$ cat src/rtl/cid_pkg.sv
// Shared types and constants for the counted interrupt dispatcher.
package cid_pkg;

  localparam int NUM_LINES_DEF   = 16;
  localparam int COUNT_WIDTH_DEF = 8;
  localparam int MASK_WIDTH      = 16;
  localparam int LINE_OUT_WIDTH  = 5;

  // Vector ranges: 32..39 -> lines 0..7, 112..119 -> lines 8..15
  localparam logic [4:0] VEC_LO_BASE = 5'b00100;
  localparam logic [4:0] VEC_HI_BASE = 5'b01110;

  localparam logic FUNC_RAISE  = 1'b0;
  localparam logic FUNC_FINISH = 1'b1;

  typedef struct packed {
    logic       func;
    logic [7:0] vector;
  } in_t;

  typedef struct packed {
    logic                      dispatched;
    logic [LINE_OUT_WIDTH-1:0] line;
    logic                      handler_busy;
    logic                      count_overflow;
    logic                      bad_vector;
  } out_t;

  typedef struct packed {
    logic load_in;
    logic clr_busy;
    logic set_bad;
    logic rd_evt;
    logic upd_evt;
    logic rd_scan;
    logic chk_scan;
    logic idx_inc;
    logic load_out;
  } cmd_t;

  typedef struct packed {
    logic func;
    logic bad;
    logic busy;
    logic cnt_zero;
    logic has_handler;
    logic last;
  } stat_t;

endpackage

$ cat src/rtl/cid_ctrl.sv
// Sequencer for event handling and the priority scan.
module cid_ctrl (
  input  logic           clk,
  input  logic           rst_n,
  input  logic           in_valid,
  output logic           in_ready,
  output logic           out_valid,
  input  logic           out_ready,
  input  cid_pkg::stat_t st,
  output cid_pkg::cmd_t  cmd
);

  localparam logic [2:0] ST_IDLE = 3'd0;
  localparam logic [2:0] ST_EVT  = 3'd1;
  localparam logic [2:0] ST_UPD  = 3'd2;
  localparam logic [2:0] ST_SRD  = 3'd3;
  localparam logic [2:0] ST_SCHK = 3'd4;
  localparam logic [2:0] ST_DONE = 3'd5;

  logic [2:0] state_r, state_nxt;
  logic       out_valid_r, out_valid_nxt;

  assign in_ready  = (state_r == ST_IDLE);
  assign out_valid = out_valid_r;

  always_comb begin
    cmd           = '0;
    state_nxt     = state_r;
    out_valid_nxt = out_valid_r;
    if (out_valid_r && out_ready) begin
      out_valid_nxt = 1'b0;
    end
    case (state_r)
      ST_IDLE: begin
        if (in_valid) begin
          cmd.load_in = 1'b1;
          state_nxt   = ST_EVT;
        end
      end
      ST_EVT: begin
        if (st.func == cid_pkg::FUNC_FINISH) begin
          cmd.clr_busy = 1'b1;
          state_nxt    = ST_SRD;
        end else if (st.bad) begin
          cmd.set_bad = 1'b1;
          state_nxt   = st.busy ? ST_DONE : ST_SRD;
        end else begin
          cmd.rd_evt = 1'b1;
          state_nxt  = ST_UPD;
        end
      end
      ST_UPD: begin
        cmd.upd_evt = 1'b1;
        state_nxt   = st.busy ? ST_DONE : ST_SRD;
      end
      ST_SRD: begin
        cmd.rd_scan = 1'b1;
        state_nxt   = ST_SCHK;
      end
      ST_SCHK: begin
        cmd.chk_scan = 1'b1;
        if ((!st.cnt_zero && st.has_handler) || st.last) begin
          state_nxt = ST_DONE;
        end else begin
          cmd.idx_inc = 1'b1;
          state_nxt   = ST_SRD;
        end
      end
      ST_DONE: begin
        // hold until the output register is free
        if (!out_valid_r || out_ready) begin
          cmd.load_out  = 1'b1;
          out_valid_nxt = 1'b1;
          state_nxt     = ST_IDLE;
        end
      end
      default: begin
        state_nxt = ST_IDLE;
      end
    endcase
  end

  always_ff @(posedge clk) begin
    if (!rst_n) begin
      state_r     <= ST_IDLE;
      out_valid_r <= 1'b0;
    end else begin
      state_r     <= state_nxt;
      out_valid_r <= out_valid_nxt;
    end
  end

endmodule

$ cat src/rtl/cid_datapath.sv
// Pending-count memory, handler mask, busy flag and result register.
module cid_datapath #(
  parameter int NUM_LINES   = cid_pkg::NUM_LINES_DEF,
  parameter int COUNT_WIDTH = cid_pkg::COUNT_WIDTH_DEF
) (
  input  logic                           clk,
  input  logic                           rst_n,
  input  cid_pkg::in_t                   in_data,
  input  logic                           cfg_we,
  input  logic [cid_pkg::MASK_WIDTH-1:0] cfg_wdata,
  input  cid_pkg::cmd_t                  cmd,
  output cid_pkg::stat_t                 st,
  output cid_pkg::out_t                  out_data
);

  localparam int LW = (NUM_LINES > 1) ? $clog2(NUM_LINES) : 1;

  logic [cid_pkg::MASK_WIDTH-1:0] mask_r;
  logic                           busy_r;
  logic                           func_r;
  logic [7:0]                     vector_r;
  logic [LW-1:0]                  idx_r;
  logic                           bad_r;
  logic                           ovf_r;
  logic                           disp_r;
  logic [cid_pkg::LINE_OUT_WIDTH-1:0] line_r;
  cid_pkg::out_t                  out_r;

  logic [COUNT_WIDTH-1:0] mem [NUM_LINES];
  logic [NUM_LINES-1:0]   valid_r;
  logic [COUNT_WIDTH-1:0] rdata_r;
  logic                   rvalid_r;

  logic [3:0]             map_line;
  logic                   map_hit;
  logic [31:0]            map_ext;
  logic                   bad;
  logic [LW-1:0]          evt_addr;
  logic [COUNT_WIDTH-1:0] cnt;
  logic                   cnt_max;
  logic [31:0]            mask_sh;
  logic                   has_handler;
  logic                   we;
  logic [LW-1:0]          waddr;
  logic [COUNT_WIDTH-1:0] wdata;
  logic                   re;
  logic [LW-1:0]          raddr;

  // vector map
  always_comb begin
    map_line = 4'd0;
    map_hit  = 1'b0;
    if (vector_r[7:3] == cid_pkg::VEC_LO_BASE) begin
      map_line = {1'b0, vector_r[2:0]};
      map_hit  = 1'b1;
    end else if (vector_r[7:3] == cid_pkg::VEC_HI_BASE) begin
      map_line = {1'b1, vector_r[2:0]};
      map_hit  = 1'b1;
    end
  end

  assign map_ext  = 32'(map_line);
  assign bad      = !map_hit || (map_ext >= 32'(NUM_LINES));
  assign evt_addr = map_ext[LW-1:0];

  // unwritten entries read as zero
  assign cnt     = rvalid_r ? rdata_r : '0;
  assign cnt_max = (cnt == {COUNT_WIDTH{1'b1}});

  // mask bits at or above the mask width read as no handler
  assign mask_sh     = 32'(mask_r) >> idx_r;
  assign has_handler = mask_sh[0];

  always_comb begin
    we    = 1'b0;
    waddr = idx_r;
    wdata = '0;
    if (cmd.upd_evt && !cnt_max) begin
      we    = 1'b1;
      waddr = evt_addr;
      wdata = cnt + COUNT_WIDTH'(1);
    end else if (cmd.chk_scan && (cnt != '0)) begin
      we    = 1'b1;
      waddr = idx_r;
      wdata = has_handler ? (cnt - COUNT_WIDTH'(1)) : '0;
    end
  end

  assign re    = cmd.rd_evt || cmd.rd_scan;
  assign raddr = cmd.rd_evt ? evt_addr : idx_r;

  always_ff @(posedge clk) begin
    if (we) begin
      mem[waddr] <= wdata;
    end
    if (re) begin
      rdata_r  <= mem[raddr];
      rvalid_r <= valid_r[raddr];
    end
  end

  always_ff @(posedge clk) begin
    if (!rst_n) begin
      valid_r <= '0;
      mask_r  <= '0;
      busy_r  <= 1'b0;
    end else begin
      if (we) begin
        valid_r[waddr] <= 1'b1;
      end
      if (cfg_we) begin
        mask_r <= cfg_wdata;
      end
      if (cmd.clr_busy) begin
        busy_r <= 1'b0;
      end else if (cmd.chk_scan && (cnt != '0) && has_handler) begin
        busy_r <= 1'b1;
      end
    end
  end

  always_ff @(posedge clk) begin
    if (cmd.load_in) begin
      func_r   <= in_data.func;
      vector_r <= in_data.vector;
      idx_r    <= '0;
      bad_r    <= 1'b0;
      ovf_r    <= 1'b0;
      disp_r   <= 1'b0;
      line_r   <= '0;
    end else begin
      if (cmd.idx_inc) begin
        idx_r <= idx_r + LW'(1);
      end
      if (cmd.set_bad) begin
        bad_r <= 1'b1;
      end
      if (cmd.upd_evt && cnt_max) begin
        ovf_r <= 1'b1;
      end
      if (cmd.chk_scan && (cnt != '0) && has_handler) begin
        disp_r <= 1'b1;
        line_r <= cid_pkg::LINE_OUT_WIDTH'(32'(idx_r) + 32'd1);
      end
    end
    if (cmd.load_out) begin
      out_r.dispatched     <= disp_r;
      out_r.line           <= line_r;
      out_r.handler_busy   <= busy_r;
      out_r.count_overflow <= ovf_r;
      out_r.bad_vector     <= bad_r;
    end
  end

  assign st.func        = func_r;
  assign st.bad         = bad;
  assign st.busy        = busy_r;
  assign st.cnt_zero    = (cnt == '0);
  assign st.has_handler = has_handler;
  assign st.last        = (32'(idx_r) == 32'(NUM_LINES - 1));
  assign out_data       = out_r;

endmodule

$ cat src/rtl/counted_interrupt_dispatcher.sv
// Top level of the counted interrupt dispatcher.
//
// Input channel (in_valid/in_ready/in_data): one event per transfer, either a
// raise carrying an interrupt vector or a handler-finished notice.
// Output channel (out_valid/out_ready/out_data): exactly one result per event,
// with the dispatch decision, the handler busy flag and the error flags.
// cfg_we/cfg_wdata load the handler mask; write it only while the block idles.
// An event passes the load and decode states (and the count update for a mapped
// raise), then scans lines upward from line 0, a read and a check state per
// line, until one is dispatched or the last is checked; a raise while the
// handler is busy skips the scan. The next event is taken once the result is
// loaded into the output register. The scan reads the counts through the single
// read port of the count memory; only one event is in flight at a time.
// Reset clears the mask, the busy flag and the per-line valid bits, so every
// pending count reads as zero at once; no clearing pass is needed.
// A result waits in the output register while out_ready is low; the next event
// is taken meanwhile and its result is held until the register frees up.
module counted_interrupt_dispatcher #(
  parameter int NUM_LINES   = cid_pkg::NUM_LINES_DEF,
  parameter int COUNT_WIDTH = cid_pkg::COUNT_WIDTH_DEF
) (
  input  logic                           clk,
  input  logic                           rst_n,
  input  logic                           in_valid,
  output logic                           in_ready,
  input  cid_pkg::in_t                   in_data,
  output logic                           out_valid,
  input  logic                           out_ready,
  output cid_pkg::out_t                  out_data,
  input  logic                           cfg_we,
  input  logic [cid_pkg::MASK_WIDTH-1:0] cfg_wdata
);

  cid_pkg::cmd_t  cmd;
  cid_pkg::stat_t st;

  cid_ctrl u_ctrl (
    .clk       (clk),
    .rst_n     (rst_n),
    .in_valid  (in_valid),
    .in_ready  (in_ready),
    .out_valid (out_valid),
    .out_ready (out_ready),
    .st        (st),
    .cmd       (cmd)
  );

  cid_datapath #(
    .NUM_LINES   (NUM_LINES),
    .COUNT_WIDTH (COUNT_WIDTH)
  ) u_datapath (
    .clk       (clk),
    .rst_n     (rst_n),
    .in_data   (in_data),
    .cfg_we    (cfg_we),
    .cfg_wdata (cfg_wdata),
    .cmd       (cmd),
    .st        (st),
    .out_data  (out_data)
  );

endmodule

$ cat config.mk
export PLATFORM = sky130hd
export DESIGN_NAME = counted_interrupt_dispatcher
export DESIGN_NICKNAME = d
export VERILOG_FILES = /design/src/rtl/cid_pkg.sv /design/src/rtl/cid_ctrl.sv /design/src/rtl/cid_datapath.sv /design/src/rtl/counted_interrupt_dispatcher.sv
export SDC_FILE = /design/constraint.sdc
export NUM_CORES = 1
export LEC_CHECK = 0
export ABC_AREA = 1
export BUFFER_PORTS_ARGS = -buffer_cell sky130_fd_sc_hd__buf_2
export CORE_MARGIN = 2
export CORE_UTILIZATION = 56
export CTS_CLUSTER_SIZE = 25
export DETAILED_ROUTE_END_ITERATION = 8
export GPL_ROUTABILITY_DRIVEN = 0
export PLACE_DENSITY_LB_ADDON = 0.3
export SETUP_SLACK_MARGIN = 0.02
export SKIP_LAST_GASP = 1
export SLEW_MARGIN = 20
export SYNTH_ARGS = -nofsm -noshare
export SYNTH_HDL_FRONTEND = slang
export SYNTH_SLANG_ARGS = --single-unit
$ cat constraint.sdc
create_clock -name clk -period 2.9 [get_ports clk]
set_input_delay 0.29 -clock clk [delete_from_list [all_inputs] [get_ports clk]]
set_output_delay 0.29 -clock clk [all_outputs]
set_load 0.005 [all_outputs]
After elaboration in Yosys (flattened, before gate mapping)

Memories as Yosys holds them, arrays and structs flattened. A register that Yosys moved wholly into a read port is not among the register bits.
Index checks and enable logic that the tools add are counted.

Flip-flop bits (word level): 68
Memories kept: 1
Memory bits (writable): 128

Shifts and indexed selects: 1
Equality and inequality tests: 11
$add $sub $neg: 4
Bitwise gates (word level): 2
Magnitude comparators: 4
Multiplexer cells: 41
Reductions and logical operators: 20

Memories:

| memory         | depth | width | rd ports | clocked after Yosys merged registers in | write ports | RTL line           | RTL |
|---|---|---|---|---|---|---|---|
| u_datapath.mem | 16    | 8     | 1        | 1                                       | 1           | cid_datapath.sv:29 | `logic [COUNT_WIDTH-1:0] mem [NUM_LINES];` |

Operators with widths:

| operator              | count |
|---|---|
| $mux W8               | 4 |
| $mux W1               | 21 |
| $mux W3               | 7 |
| $pmux W3 S6           | 1 |
| $mux W4               | 4 |
| $or A16 B16 Y16       | 1 |
| $shr A16 B4 Y1        | 1 |
| $lt A4 B5 Y1 const B  | 2 |
| $add A8 B1 Y8 const B | 1 |
| $eq A8 B8 Y1 const B  | 1 |
| $logic_not A8 Y1      | 1 |
| $reduce_bool A8 Y1    | 1 |
| $sub A8 B1 Y8 const B | 1 |
| $logic_and A1 B1 Y1   | 7 |
| $eq A3 B2 Y1 const B  | 2 |
| $eq A3 B3 Y1 const B  | 2 |
| $add A4 B1 Y5 const B | 1 |
| $eq A5 B3 Y1 const B  | 1 |
| $eq A5 B4 Y1 const B  | 1 |
| $ge A4 B5 Y1 const B  | 1 |
| $add A4 B1 Y4 const B | 1 |
| $bmux W1 S4           | 1 |
| $demux W1 S4          | 1 |
| $eq A4 B4 Y1 const B  | 1 |
| other kinds (11)      | 18 |

Depth between registers and ports, before layout

Gate-level depths: netlist (run 1).

Word-level depth: 12
Gate-level depth with buffers: 15
Gate-level depth less buffers: 13

Hierarchy

A second synthesis (run 1) with hierarchy kept.

Cell total of the unflattened synthesis: 1017
Area total of the unflattened synthesis: 9529.1 um^2

By module, submodules not included:

| module       | cells an instance | instances | area each (um^2) | seq. area each (um^2) |
|---|---|---|---|---|
| cid_datapath | 957               | 1         | 9205.1           | 5555.3 |
| cid_ctrl     | 60                | 1         | 324.1            | 80.1 |

Worst setup path after synthesis (run 1)

No wires, ideal clock.

Path kind: register to register
From: register u_datapath.rvalid_r
To: memory u_datapath.mem[10][0] in the netlist's numbering, enable pin
Stages on the path, launching flop included: 15
Library setup time: 0.383 ns
Slack: 0.070 ns
Buffers on the path: 2
Required time: 2.517 ns
Arrival time: 2.447 ns
Path through: edfxtp_1 -> buf_4 -> nand2_1 -> inv_1 -> ha_1 -> nand3_1 -> nor2_1 -> nand3_1 -> nand2_2 -> buf_6 -> nand2_1 -> nand2_1 -> nor2_1 -> inv_1 -> nor3_1

Longest elaborated chain between the ends: 7
Elaborated cells between the ends (all ways): 11
Those cells by class: eq/ne (1); mux (6); reduce/logical (4)

Ends and longest elaborated chain:

| element                                                        | RTL line                               | RTL |
|---|---|---|
| start: declaration                                             | cid_datapath.sv:32                     | `logic rvalid_r;` |
| start signal: assignment                                       | cid_datapath.sv:98                     | `rvalid_r <= valid_r[raddr];` |
| $mux W8 (*)                                                    | cid_datapath.sv:67                     | `assign cnt = rvalid_r ? rdata_r : '0;` |
| $reduce_bool A8 Y1 / $eq A8 B8 Y1 (equally long branches)      | cid_datapath.sv:82, cid_datapath.sv:68 |  |
| $logic_and A1 B1 Y1 / $logic_not A1 Y1 (equally long branches) | cid_datapath.sv:82, cid_datapath.sv:78 |  |
| $mux W1 / $logic_and A1 B1 Y1 (equally long branches)          | cid_datapath.sv:82, cid_datapath.sv:78 |  |
| $mux W1                                                        | cid_datapath.sv:78                     | `if (cmd.upd_evt && !cnt_max) begin` |
| $mux W1                                                        | cid_datapath.sv:93                     | `if (we) begin` |
| $mux W1 (not written as such)                                  | cid_datapath.sv:94                     | `mem[waddr] <= wdata;` |
| end: declaration                                               | cid_datapath.sv:29                     |  |

Every way passes the cells marked *; elsewhere a longest branch is shown, timed or not.

Worst setup path after layout (run 1)

From: register u_datapath.vector_r[3]
To: register u_datapath.rdata_r[0] (read register of u_datapath.mem), data pin

Longest elaborated chain between the ends: 9
Elaborated cells between the ends (all ways): 14
Those cells by class: order compare (1); eq/ne (2); mux (8); reduce/logical (3)

Ends and longest elaborated chain:

| element                                                 | RTL line                               | RTL |
|---|---|---|
| start: declaration                                      | cid_datapath.sv:21                     | `logic [7:0] vector_r;` |
| start signal: assignment                                | cid_datapath.sv:125                    | `vector_r <= in_data.vector;` |
| $eq A5 B4 Y1                                            | cid_datapath.sv:56                     | `end else if (vector_r[7:3] == cid_pkg::VEC_HI_BASE) begin` |
| $mux W4 / $mux W1 (equally long branches)               | cid_datapath.sv:56                     |  |
| $mux W4 / $mux W1 (equally long branches)               | cid_datapath.sv:53                     | `if (vector_r[7:3] == cid_pkg::VEC_LO_BASE) begin` |
| $ge A4 B5 Y1 / $logic_not A1 Y1 (equally long branches) | cid_datapath.sv:63                     | `assign bad = !map_hit \|\| (map_ext >= 32'(NUM_LINES));` |
| $logic_or A1 B1 Y1                                      | cid_datapath.sv:63                     |  |
| $mux W1                                                 | cid_ctrl.sv:44                         | `end else if (st.bad) begin` |
| $mux W2                                                 | cid_ctrl.sv:41                         | `if (st.func == cid_pkg::FUNC_FINISH) begin` |
| $mux W3                                                 | cid_ctrl.sv:33                         | `case (state_r)` |
| $mux W4 / $logic_or A1 B1 Y1 (equally long branches)    | cid_datapath.sv:90, cid_datapath.sv:89 |  |
| end: declaration                                        | cid_datapath.sv:31                     | `logic [COUNT_WIDTH-1:0] rdata_r;` |

Parallel ways exist; a longest one is shown, timed or not.
A chain may end at the register's enable or synchronous reset.

==> metrics, run 1 <==
status complete, no violations; Syn Inst Count 996; CP most frequent cell nand3_1; Worst R2R Setup Slack 0.21 ns; RSZ-0062 raised after global routing true; Core ar. 0.0165 mm^2; CTS tree yes; # diodes 0; Post-CTS Setup Repair Bufs 0; post-synthesis sequential area ratio 0.603; later-pin clock latency in the skew report 0.51 ns; final worst-path cycle share 0.927; Root Buffer clkbuf_16; worst path bufs/invs 0; IO Count 41; WHS Path Cells 3; Final Hold Vio Count 0; initial antenna violation count 0; clk slew on worst S/H paths 0.06 ns; CP max stage delay 0.87 ns; FMAX 0.372 GHz; Mapped Nets 1030; DP HPWL 14.2 mm; clk sinks 204; DR iter-0 viols 622; Worst Hold Class input port to flop; Pre-antenna DRT Iters 5; fillers 1293; worst rel slew slack 0.290; worst hold slack 0.00533 ns; Final setup viols 0; Initial Utilization 0.568; fin util 0.653; largest net degree at the start of global routing 53; Final Skew 0.0177 ns; Area contributors post-synth edfxtp_1 (50%), dfxtp_1 (10%), nand3_1 (9.7%); Total Wirelength 21.4 mm; leak pwr 0.00456 uW; All-Layer GR Usage 0.246; final worst slack 0.210 ns; crit path time final 2.69 ns; clock buffer depth 3; Top Family by Delay on Critical Path simple AND/OR/NAND/NOR gates; number of global-route vias before repair 6803; MaxCap Viol Count 0; Power Total 7550 uW; top cell type by total area after synthesis edfxtp_1; total CTS buffers 22; hold endpoint u_datapath.mask_r[3]$_SDFFE_PN0P_; Slew Limit Fails 0; synthesized area 0.00935 mm^2; # DRC 0; Die Wd 133 um; Setup CP Type flop to flop; Distinct cells, synth 39; Critical Path Fanout Max 36; worst reg2reg path endpoint u_datapath.rdata_r[0]$_DFFE_PP_; H-Tree Depth 1; crit path DAT 3.06 ns; crit end category flop; worst hold start cfg_wdata[3]; PortBufs 40; post-DR wirelength/cell 16.5 um; via count 7060; Worst path slowest cell o21ai_4; Worst EP required 3.27 ns; Layout area overhead 15.1%; crit path cell chain nand3b_1, nor2_2, nand3_4, o21ai_4, nand3_1, nand3_1, nand3_1, nand2_1; RR Startpoint u_datapath.vector_r[3]$_DFFE_PP_; Die Y 133 um; Peak VDD IR 0.000789 V; # rows 47; Synth top area share 0.498; global-route wire length before repair 34.4 mm; Ys Warns 0; worst r2r path cells 8; setup TNS 0 ns; die area 0.0177 mm^2; CP Launch Type flop; GR Overflow Total 0; routed vias/inst 5.42; power per cell area 702 mW/mm^2; Slew @ Worst Pin 1.06 ns; dpl ws 0.152 ns; layout cell share with drive strength beyond 1 0.126; remaining antenna violation count 0; #FFs+latches synth 204; Mean Syn Cell Area 9.38 um^2; Critical Path Source u_datapath.vector_r[3]$_DFFE_PP_; # nets final 1100
==> layout by cell type (no fill, tap or decap), drive strengths merged <==
cell type    count
o22ai            2
xnor2            2
bufinv           2
nand2          192
o221ai           1
a32oi            1
inv            170
edfxtp         155
nand3          183
nand3b          28
dlygate4sd3     11
nor3             9
o21ai           38
o21a             1
nand4            5
clkbuf          29
a21oi           39
xor2             9
buf             75
ha               4
o211ai           3
a31oi            1
dfxtp           49
clkinv          11
clkinvlp         7
nor2            54
o31ai            1
==> metrics by stage <==
step	std cells	area, um^2
final	1302	10800
after detailed placement	1251	9900
after CTS	1302	10700
after global placement	1251	9900
after global routing	1302	10800
after floorplan	996	9350
==> power by group <==
part	internal [uW]	switching (uW)
logic	441	948
clock network	1650	1120
registers	3320	64.9
==> worst max path at each step <==
stage | to | slack (ns) | depth (start not counted)
after CTS | u_datapath.mem[9][7]$_DFFE_PP_ | 0.14 | 12
after global placement | u_datapath.mem[9][4]$_DFFE_PP_ | 0.23 | 12
after floorplan | u_datapath.mem[10][0]$_DFFE_PP_ | 0.07 | 14
final | u_datapath.rdata_r[0]$_DFFE_PP_ | 0.21 | 8
after detailed placement | u_datapath.mem[13][4]$_DFFE_PP_ | 0.15 | 12
after global routing | u_datapath.mem[10][7]$_DFFE_PP_ | -0.04 | 14
==> synthesized netlist by cell type, drive strengths merged <==
master and count:
dfxtp 49, a32oi 1, clkinv 3, nand3b 28, a31oi 1, inv 176
o21a 1, o211ai 3, nand2 192, o21ai 38, ha 4, a21oi 39
clkbuf 11, nor3 9, o221ai 1, nand3 183, o31ai 1, buf 29
nor2 54, edfxtp 155, xor2 9, o22ai 2, nand4 5, xnor2 2
==> layer usage <==
| layer | routed length, um | share of wire | up-vias | global-route usage |
|---|---|---|---|---|
| li1 | - | - | 3433 | - |
| met3 | 1520 | 0.071 | 62 | 0.0491 |
| met2 | 9880 | 0.46 | 252 | 0.396 |
| met5 | 0 | 0 | - | 0 |
| met1 | 9200 | 0.43 | 3313 | 0.329 |
| met4 | 822 | 0.038 | 0 | 0.0999 |
==> tightest hold or removal path: stages <==
cell	delay, ns
buf_2	0.07
nor2_1	0.03
nor2_1	0.08
==> cells by family after synthesis <==
logic type,count (synthesis),synth area share
flip-flops,204,0.603
XOR/XNOR,11,0.0103
AO/OA/AOI/OAI,87,0.0531
buffers and inverters,219,0.0946
adder cells (fa/ha/maj),4,0.00535
AND/OR/NAND/NOR,471,0.234
==> registers in the layout, indices dropped and copies added (netlist names), 3 cells and up <==
signal,flops
u_datapath.mem,128
u_datapath.mask_r,16
u_datapath.line_r,5
u_datapath.rdata_r,8
u_datapath.valid_r,16
u_datapath.out_data,9
u_datapath.vector_r,8
u_ctrl.state_r,3
u_datapath.idx_r,4
==> final cells by class <==
| cell class | count | area [um^2] | share of cell area |
|---|---|---|---|
| sequential | 204 | 5640 | 0.524 |
| multi-input combinational | 573 | 2840 | 0.264 |
| inverter | 179 | 694 | 0.0646 |
| clock buffer | 29 | 608 | 0.0565 |
| timing repair buffer | 86 | 598 | 0.0556 |
| tap | 220 | 275 | 0.0256 |
| clock inverter | 11 | 108 | 0.0100 |
==> timing repair <==
action | 4_1_cts | 5_1_grt
setup endpoints to repair | 0 | 120
endpoints found under the hold margin | 11 | 0
hold buffers | 11 | 0
resized for setup | 0 | 11
No activity file was read; power rests on OpenSTA's default activity.
==> inputs of run 2 (changes only) <==
PLACE_DENSITY = 0.73   (was unset)
PLACE_DENSITY_LB_ADDON = unset   (was 0.3)
RECOVER_POWER = 25   (was unset)
==> metrics, run 2 (synthesis gave the netlist of run 1 again) <==
status complete, no violations; Root Buffer clkbuf_16; Pre-antenna DRT Iters 5; Most flops, register u_datapath.mem; MaxCap Viol Count 0; routed vias/inst 5.45; clk sinks 204; Power Total 7710 uW; die area 0.0177 mm^2; Initial Utilization 0.568; Worst Hold Class input port to flop; total CTS buffers 21; final cell count without fillers 1298; leak pwr 0.00458 uW; initial antenna violation count 0; Regs by FF count u_datapath.mem x128, u_datapath.mask_r x16, u_datapath.valid_r x16; layout cell share with drive strength beyond 1 0.123; Setup CP Type flop to flop; FMAX 0.372 GHz; DP HPWL 14.6 mm; post-DR wirelength/cell 16.9 um; Final Skew 0.0149 ns; PortBufs 40; power per cell area 717 mW/mm^2; All-Layer GR Usage 0.244; CP Launch Type flop; later-pin clock latency in the skew report 0.50 ns; clock buffer depth 3; IO Count 41; post-route design area 0.0108 mm^2; # nets final 1097; largest net degree at the start of global routing 48; crit path DAT 2.86 ns; H-Tree Depth 1; Die Wd 133 um; # rows 47; via count 7074; Total Wirelength 21.9 mm; placed inst area 0.00991 mm^2; CTS tree yes; fillers 1338; placed cell count 1250; Worst EP required 3.07 ns; remaining antenna violation count 0; Slew Limit Fails 0; crit end category flop; final worst-path cycle share 0.927; # DRC 0; Peak VDD IR 0.000509 V; Final Hold Vio Count 0; Final setup viols 0; DR iter-0 viols 735; # diodes 0; Slew @ Worst Pin 0.936 ns; max reg flops 128; Die Y 133 um; number of global-route vias before repair 6486; most frequent cells in the layout nand2_1 (186), nand3_1 (182), inv_1 (165); GR Overflow Total 0; Layout area overhead 15.2%; Core ar. 0.0165 mm^2; worst rel slew slack 0.376; commonest non-fill, non-tap cell in the layout nand2_1; fin util 0.654; RSZ-0062 raised after global routing true; crit path time final 2.69 ns; setup TNS 0 ns; global-route wire length before repair 33.9 mm; clk slew on worst S/H paths 0.07 ns; Post-CTS Setup Repair Bufs 0; Critical Path Fanout Max 11
[run 2: changes by cell type in the layout (fill, tap and decap cells not counted), moves of 2 or more]
cell / previous run / this run
clkbuf_1: 5 / 9
buf_4: 33 / 30
nor2_1: 51 / 49
inv_2: 4 / 9
buf_2: 40 / 35
clkinvlp_4: 7 / 2
nor2_2: 3 / 5
dlygate4sd3_1: 11 / 9
bufinv_16: 2 / 4
[run 2: path summary, 6_finish.rpt]
check	startpoint	to	slack [ns]	cells past startpoint
max	u_datapath.rvalid_r$_DFFE_PP_	u_datapath.mem[6][5]$_DFFE_PP_	0.21	12
min	cfg_wdata[13]	u_datapath.mask_r[13]$_SDFFE_PN0P_	0.01	3
max reg2reg	u_datapath.rvalid_r$_DFFE_PP_	u_datapath.mem[6][5]$_DFFE_PP_	0.21	12
min reg2reg	u_datapath.disp_r$_SDFFE_PP0P_	u_datapath.out_data[8]$_DFFE_PP_	0.43	0
[run 2: repair_timing]
item | 4_1_cts | 5_1_grt
endpoints found under the setup margin | 0 | 129
hold endpoints to repair | 9 | 0
gates resized for setup | 0 | 13
hold buffers | 9 | 0
[run 2: critical path, stage by stage (launching register included)]
cell	delay [ns]
edfxtp_1	0.41
nand2_1	0.10
inv_1	0.06
ha_1	0.22
nand3_1	0.14
nor2_1	0.07
nand3_1	0.13
nand2_2	0.15
o21ai_0	0.46
nand2_1	0.11
inv_1	0.13
nand2_1	0.11
inv_1	0.26
[run 2: per-layer routing]
metal / global-route usage / part of all wire / up-vias / wire length, um
li1: - / - / 3435 / -
met1: 0.345 / 0.42 / 3283 / 9210
met2: 0.406 / 0.47 / 325 / 10400
met3: 0.0331 / 0.089 / 31 / 1940
met4: 0.0556 / 0.016 / 0 / 350
met5: 0 / 0 / - / 0
[run 2: area by class of cell]
cell class                      count  area (um^2)  share of cell area
Tap cell                          220          275              0.0256
Inverter                          179          679              0.0631
Multi-Input combinational cell    574         2850               0.265
Clock inverter                     12          165              0.0153
Clock buffer                       26          587              0.0545
Sequential cell                   204         5640               0.523
Timing Repair Buffer               83          573              0.0532
[run 2: metrics by stage]
stage	hold WS [ns]	setup WS, ns
global route	0.0282	-0.0204
CTS	0.00974	0.0954
detailed placement	0.416	0.109
floorplan	0.389	0.0700
finish	0.0131	0.211
global placement	0.412	0.231
[run 2: power breakdown]
group	internal (uW)	total [uW]	switching (uW)
clock	1800	2910	1110
sequential	3320	3390	72.6
combinational	442	1410	964
total	5560	7710	2150
